File: config.mk
export PLATFORM = sky130hd
export DESIGN_NAME = tlrs_cell
export DESIGN_NICKNAME = d
export VERILOG_FILES = /design/src/sv/tlrs_pkg.sv /design/src/sv/tlrs_cell.sv
export SDC_FILE = /design/constraint.sdc
export NUM_CORES = 1
export LEC_CHECK = 0
export CAP_MARGIN = 20
export CORE_AREA = 3 3 113 115
export CTS_CLUSTER_DIAMETER = 60
export DETAILED_ROUTE_END_ITERATION = 16
export DIE_AREA = 0 0 116 118
export DONT_BUFFER_PORTS = 1
export PLACE_DENSITY = 0.63
export SETUP_SLACK_MARGIN = 0.2
export SLEW_MARGIN = 20
export SYNTH_ARGS = -nofsm -noshare
export SYNTH_HDL_FRONTEND = slang
export SYNTH_SLANG_ARGS = --single-unit
File: constraint.sdc
create_clock -name clk -period 7.7 [get_ports clk]
set_input_delay 0.77 -clock clk [delete_from_list [all_inputs] [get_ports clk]]
set_output_delay 0.77 -clock clk [all_outputs]
set_load 0.005 [all_outputs]
File: src/sv/tlrs_pkg.sv
// Shared types, constants and stamp widening functions of the timestamp log range store.
package tlrs_pkg;

    localparam int unsigned CAPACITY_DEF = 64;
    localparam int unsigned STAMP_W      = 40;
    localparam int unsigned ID_W         = 32;
    localparam int unsigned GRAN_W       = 3;
    localparam int unsigned STATUS_W     = 2;
    localparam int unsigned IN_DATA_W    = 120;

    typedef logic [STAMP_W-1:0]  stamp_t;
    typedef logic [ID_W-1:0]     id_t;
    typedef logic [GRAN_W-1:0]   gran_t;
    typedef logic [STATUS_W-1:0] status_t;

    localparam status_t ST_MATCH  = 2'd0;
    localparam status_t ST_NONE   = 2'd1;
    localparam status_t ST_STORED = 2'd2;
    localparam status_t ST_FULL   = 2'd3;

    localparam logic REQ_INSERT   = 1'b0;
    localparam logic REQ_RETRIEVE = 1'b1;

    localparam gran_t G_YEAR   = 3'd0;
    localparam gran_t G_MONTH  = 3'd1;
    localparam gran_t G_DAY    = 3'd2;
    localparam gran_t G_HOUR   = 3'd3;
    localparam gran_t G_MINUTE = 3'd4;

    typedef enum logic [1:0] {
        S_IDLE,
        S_SCAN,
        S_FINISH
    } state_t;

    // Control broadcast to every cell of the chain.
    typedef struct packed {
        logic   ins;
        logic   rot;
        stamp_t stamp;
        id_t    id;
    } cell_ctrl_t;

    function automatic stamp_t pk(input int unsigned mo, input int unsigned dd,
                                  input int unsigned hh, input int unsigned mi,
                                  input int unsigned ss);
        stamp_t r;
        r = (stamp_t'(mo) << 22) | (stamp_t'(dd) << 17) | (stamp_t'(hh) << 12)
            | (stamp_t'(mi) << 6) | stamp_t'(ss);
        return r;
    endfunction

    function automatic stamp_t widen_start(input stamp_t s, input gran_t g);
        stamp_t r;
        case (g)
            G_YEAR:   r = (s & 40'hFFFC000000) | pk(1, 1, 0, 0, 0);
            G_MONTH:  r = (s & 40'hFFFFC00000) | pk(0, 1, 0, 0, 0);
            G_DAY:    r = s & 40'hFFFFFE0000;
            G_HOUR:   r = s & 40'hFFFFFFF000;
            G_MINUTE: r = s & 40'hFFFFFFFFC0;
            default:  r = s;
        endcase
        return r;
    endfunction

    function automatic stamp_t widen_end(input stamp_t s, input gran_t g);
        stamp_t r;
        case (g)
            G_YEAR:   r = (s & 40'hFFFC000000) | pk(12, 31, 23, 59, 59);
            G_MONTH:  r = (s & 40'hFFFFC00000) | pk(0, 31, 23, 59, 59);
            G_DAY:    r = (s & 40'hFFFFFE0000) | pk(0, 0, 23, 59, 59);
            G_HOUR:   r = (s & 40'hFFFFFFF000) | pk(0, 0, 0, 59, 59);
            G_MINUTE: r = (s & 40'hFFFFFFFFC0) | pk(0, 0, 0, 0, 59);
            default:  r = s;
        endcase
        return r;
    endfunction

endpackage

File: src/sv/tlrs_cell.sv
// One cell of the sorted entry chain: holds a stamp and an id, shifts on insert or rotates on scan.
module tlrs_cell (
    input  logic                   clk,
    input  tlrs_pkg::cell_ctrl_t   ctrl,
    input  logic                   valid_own,
    input  logic                   valid_left,
    input  logic                   gt_left,
    input  tlrs_pkg::stamp_t       left_stamp,
    input  tlrs_pkg::id_t          left_id,
    input  tlrs_pkg::stamp_t       right_stamp,
    input  tlrs_pkg::id_t          right_id,
    output tlrs_pkg::stamp_t       stamp,
    output tlrs_pkg::id_t          id,
    output logic                   gt
);

    tlrs_pkg::stamp_t stamp_reg;
    tlrs_pkg::id_t    id_reg;
    logic             take_left;
    logic             take_new;

    assign gt = valid_own && (stamp_reg > ctrl.stamp);

    // The chain is sorted, so gt is false before the insertion point and true from it up to the last valid entry.
    assign take_left = gt_left;
    assign take_new  = !gt_left && (gt || (!valid_own && valid_left));

    always_ff @(posedge clk)
    begin
        if (ctrl.ins)
        begin
            if (take_left)
            begin
                stamp_reg <= left_stamp;
                id_reg    <= left_id;
            end
            else if (take_new)
            begin
                stamp_reg <= ctrl.stamp;
                id_reg    <= ctrl.id;
            end
        end
        else if (ctrl.rot)
        begin
            stamp_reg <= right_stamp;
            id_reg    <= right_id;
        end
    end

    assign stamp = stamp_reg;
    assign id    = id_reg;

endmodule

==> reports/metrics.yaml, run 1 <==
setup_ws_ns: 4.23
cts_max_path_buffers: 2
cellLeakagePower_uw: 0.00218
mostFrequentLayoutCells: "90 x a21oi_1, 75 x nor2_1, 72 x mux2i_1, 72 x edfxtp_1, 41 x inv_1"
core_um2: 11900
drt-wirelength-per-cell_um: 20.7
path_buf_inv: 2
worstPathRequired_ns: 7.66
path_max_fanout: 48
vias_per_cell: 5.60
ios: 295
row_count: 40
max_slew.worst_pin.slew_ns: 0.764
slew_headroom: 0.489
synth-seq-area-share: 0.463
layout_commonest_cell: "a21oi_1"
cp_cell_sequence: "inv_1, ha_1, nand4_1, nor4_2, nand3_1, o211a_1, a21oi_4, buf_4"
synth_fp_nets: 721
dieArea_um2: 13700
place_hpwl_um: 9950
grt_pass1_wl_um: 18100
ys.flop_type: "edfxtp_1"
crit_family: "compound AO/OA/AOI/OAI gates"
root_buffer: "clkbuf_16"
arrival_ns: 3.43
total_power_uw: 1120
syn_to_final_growth_pct: 9.08
yosysUniqueCellTypes: 30
grt_antenna_before_repair: 0
drc: 0
synth_area_um2: 4670
outcome: "finished clean"
finalSetupViolCount: 0
num_vias: 3354
fill_cells: 1143
grt_pass1_vias: 3502
grt_overflow: 0
synth.top_cells.by_area: "edfxtp_1 46%, mux2i_1 15%, ha_1 11%"
yosysWarnings: 0
tritoncts: "done"
peakVddDrop_v: 0.000102
cap_violations: 0
wl_um: 12400
power_density_nw_per_um2: 220
final.setup_skew_ns: 0.0120
dr.pass1.iters: 6
clk_latency_ns: 0.33
clkSinkCount: 72
diodes: 0
cts.clk_slew.worst_paths_ns: 0.06
die_w_um: 116
ys_ff_latch: 72
crit_type: "input pin to flop"
netlist_instances: 459
ant_nets: 0
slew_violations: 0
largest_reg_flops: 40
cts_buffers: 9
fin_area_um2: 5100
final-hold-violation-count: 0
layout.nets: 709
post-place-ws_ns: 3.80
track_usage: 0.175
hp-class: "input pin to flop"
final_cells: 599
fp.dieH_um: 118
placed_area_um2: 4770
endpoint_kind: "flop"
synthArstFlopShare: 0
htreeDepth: 3
rsz0062_at_grt: "no"
dp.cells: 583
min_period_ns: 3.47
grt_max_degree: 147
hold_buffers: 0
critPathMaxStageDelay_ns: 0.63
globalplace.congestion: 0.862
crit_slowest_cell: "a21oi_4"
start_util: 0.392
post_cts_buffers: 0
yosysTopAreaCell: "edfxtp_1"
syn_avg_cell_area_um2: 10.2
drive_gt1_frac: 0.0487
synth_edf_count: 72
synth_top_area_share: 0.463
cp-start-kind: "input pin"
port-buffer-count: 0
drt_iter0_drc: 90
cts_resized: 0
final.setup.tns_ns: 0
post-route-period-util: 0.451
fmax_mhz: 288
## cells in the mapped netlist (all sizes together) (2+ instances only)
cell,number
a21oi,91
nor2,75
nor4,2
o21ai,3
a21o,2
nor2b,2
nand4,9
buf,16
inv,41
nand2,9
nand3,4
edfxtp,72
ha,40
a211oi,2
clkbuf,8
mux2i,72
## metal layers
layer	vias to the layer above	global-route usage	wire, um
met4	0	0.0595	235
met5	-	0	0
met2	188	0.325	6530
li1	1636	-	-
met3	15	0.0663	1310
met1	1515	0.174	4350
## report_power, final
part | switching (uW) | leakage, uW | internal (uW) | total (uW)
combinational | 82.7 | 0.00133 | 66.7 | 149
sequential | 33.8 | 0.000704 | 490 | 523
clock | 161 | 0.000149 | 285 | 446
## cell families after synthesis
| family | after synthesis | synth area share |
|---|---|---|
| AND/OR/NAND/NOR | 104 | 0.0988 |
| buffers and inverters | 65 | 0.0544 |
| multiplexers | 72 | 0.154 |
| flip-flops | 72 | 0.463 |
| AO/OA/AOI/OAI | 106 | 0.123 |
| adder cells (fa/ha/maj) | 40 | 0.107 |
## worst reg2reg max path: cells and delay by family (launching register included)
kind | cells | cell delay (ns)
AOI/OAI and AO/OA | 2 | 0.92
and+or+nand+nor | 3 | 0.73
buffers and inverters | 1 | 0.63
DFF | 1 | 0.42
adders and majority gates | 1 | 0.34
## area by class of cell
cell class,instances,area (um2),area share
inverters,41,154,0.0302
well taps,147,184,0.0361
flip-flops and latches,72,2160,0.424
clock buffers,10,229,0.0449
clock inverters,6,92.6,0.0182
multi-input cells,322,2270,0.445
repair buffers,1,7.51,0.00147
## through the flow
step / hold slack (ns) / utilization
2_1_floorplan: 0.996 / -
3_3_place_gp: 0.992 / 0.401
3_5_place_dp: 0.997 / 0.401
4_1_cts: 0.638 / 0.428
5_1_grt: 0.629 / 0.428
6_report: 0.657 / 0.428
## worst paths after layout
kind	from	end	slack, ns	depth (start not counted)
setup / recovery	ctrl[54]	stamp[10]	4.23	8
hold / removal	ctrl[73]	id[19]	0.66	1
setup reg to reg	stamp[22]	stamp[10]	4.24	7
hold reg to reg	stamp[32]	stamp[36]	1.47	6
No activity file was read; power rests on OpenSTA's default activity.
==> inputs of run 2 (changes only) <==
--- a/config.mk
+++ b/config.mk
@@ -5,11 +5,12 @@
 export SDC_FILE = /design/constraint.sdc
 export NUM_CORES = 1
 export LEC_CHECK = 0
+export ABC_AREA = 1
 export CAP_MARGIN = 20
-export CORE_AREA = 3 3 113 115
+export CORE_AREA = 3 3 114 116
 export CTS_CLUSTER_DIAMETER = 60
 export DETAILED_ROUTE_END_ITERATION = 16
-export DIE_AREA = 0 0 116 118
+export DIE_AREA = 0 0 117 119
 export DONT_BUFFER_PORTS = 1
 export PLACE_DENSITY = 0.63
 export SETUP_SLACK_MARGIN = 0.2
==> constraint.sdc (replaced) <==
create_clock -name clk -period 3.6 [get_ports clk]
set_input_delay 0.36 -clock clk [delete_from_list [all_inputs] [get_ports clk]]
set_output_delay 0.36 -clock clk [all_outputs]
set_load 0.005 [all_outputs]
==> reports/metrics.yaml, run 2 <==
outcome: "finished clean"
ios: 295
worstPathRequired_ns: 3.58
num_vias: 3953
cts_buffers: 9
post-place-ws_ns: 1.16
cts_max_path_buffers: 2
synth_common_cells: "195 x nand2_1, 86 x nor2_1, 72 x a31oi_1, 72 x edfxtp_1, 58 x inv_1"
fmax_mhz: 411
core_um2: 12000
largest_reg_flops: 40
globalplace.congestion: 0.839
syn_to_final_growth_pct: 7.66
rsz0062_at_grt: "no"
layout_commonest_cell: "nand2_1"
final.setup_skew_ns: 0.00911
netlist_instances: 589
clkPwrFrac: 0.368
finalSetupViolCount: 0
grt_max_degree: 147
synth.most_common_cell: "nand2_1"
wl_um: 13500
startpoint: "stamp[23]"
post_cts_buffers: 0
synth_edf_count: 72
clkSinkCount: 72
layout.nets: 833
r2r-start: "stamp[23]"
htreeDepth: 3
setup_ws_ns: 1.17
post-route-period-util: 0.676
arrival_ns: 2.41
drc: 0
final-hold-violation-count: 0
cp-start-kind: "flop"
synthArstFlopShare: 0
die_w_um: 117
cts_resized: 0
synth_top_area_share: 0.459
drt_iter0_drc: 261
slew_violations: 0
tritoncts: "done"
seqPwrFrac: 0.491
vias_per_cell: 5.48
synth_area_um2: 4710
port-buffer-count: 0
ys.flop_type: "edfxtp_1"
row_count: 40
rrSetupSlack_ns: 1.17
synth_fp_nets: 851
place_hpwl_um: 10100
synth.top_cells.by_area: "edfxtp_1 46%, nand2_1 16%, ha_1 11%"
yosysWarnings: 0
final.setup.tns_ns: 0
fp.dieH_um: 119
ant_nets: 0
dr.pass1.iters: 5
power_frac_comb: 0.140
ys_ff_latch: 72
endpoint_kind: "flop"
swShare: 0.274
drt-wirelength-per-cell_um: 18.8
peakVddDrop_v: 0.000235
cap_violations: 0
min_period_ns: 2.43
start_util: 0.392
track_usage: 0.183
slew_headroom: 0.470
cellLeakagePower_uw: 0.00222
yosysUniqueCellTypes: 19
dieArea_um2: 13900
grt_antenna_before_repair: 0
p_switching_uw: 615
power_density_nw_per_um2: 444
cts.clk_slew.worst_paths_ns: 0.06
grt_pass1_wl_um: 19800
synth-seq-area-share: 0.459
p_int_uw: 1630
min_from: "ctrl[73]"
yosysTopAreaCell: "edfxtp_1"
hp-class: "input pin to flop"
grt_overflow: 0
diodes: 0
grt_pass1_vias: 3865
drive_gt1_frac: 0.0417
hold_buffers: 0
clk_latency_ns: 0.33
crit_type: "flop to flop"
max_slew.worst_pin.slew_ns: 0.795
path_max_fanout: 72
root_buffer: "clkbuf_16"
syn_avg_cell_area_um2: 7.99
mostFrequentLayoutCells: "195 x nand2_1, 86 x nor2_1, 72 x a31oi_1, 72 x edfxtp_1, 58 x inv_1"
==> run 2: cell types whose count changed after synthesis, sizes merged, moves of 6 or more <==
cell    previous run  this run
inv               41        59
a31oi              0        72
nand2              9       197
mux2i             72         0
nor2              75        89
clkbuf             8        16
nand4              9         3
a21oi             91        17
==> run 2: final cells by class <==
cell class                 instances  area (um2)
fill                            1205        6940
multi-input combinational        427        2200
sequential                        72        2160
clock buffer                       9         225
inverter                          59         221
tap                              147         184
clock inverter                     6        45.0
timing repair buffer               2        27.5
==> run 2: through the flow <==
step,power (uW),util,std cells,hold slack (ns),instance area [um2]
final,2250,0.422,722,0.263,5070
after global routing,2380,0.422,722,0.248,5070
after floorplan,1380,-,589,0.609,4710
after CTS,2280,0.422,722,0.256,5070
after global placement,1430,0.399,707,0.606,4800
after detailed placement,1440,0.399,707,0.610,4800
==> run 2: worst max-delay path, cell delays in order, from the launching register on <==
cell,delay (ns)
edfxtp_1,0.42
ha_1,0.32
nand2_1,0.08
nor2_2,0.13
nand2_1,0.07
nor2_1,0.13
nand2_1,0.08
nor2_1,0.10
nor2_1,0.06
nand2_2,0.05
nand2_2,0.07
a21oi_4,0.14
buf_12,0.35
==> run 2: power groups by stage <==
| stage | Sequential [uW] | Combinational, uW | Clock [uW] |
|---|---|---|---|
| finish | 1100 | 315 | 828 |
| global route | 1110 | 372 | 892 |
| floorplan | 1100 | 280 | 0 |
| detailed placement | 1120 | 321 | 0 |
| global placement | 1120 | 310 | 0 |
| CTS | 1110 | 322 | 850 |
==> run 2: kinds of logic after synthesis <==
family / count (synthesis) / synth area share
buffers and inverters: 90 / 0.0744
DFF: 72 / 0.459
and+or+nand+nor: 293 / 0.239
AOI/OAI and AO/OA: 94 / 0.121
adders and majority gates: 40 / 0.106
==> run 2: worst paths after layout <==
kind / end / cells after the start
max: stamp[37] / 12
min: id[5] / 1
max reg2reg: stamp[37] / 12
min reg2reg: stamp[24] / 8
==> run 2: per-layer routing <==
metal / wire length [um] / GRT usage / vias to the layer above
met3: 1570 / 0.0803 / 7
met4: 101 / 0.0452 / 0
li1: - / - / 1938
met5: 0 / 0 / -
met1: 5020 / 0.200 / 1796
met2: 6860 / 0.322 / 212
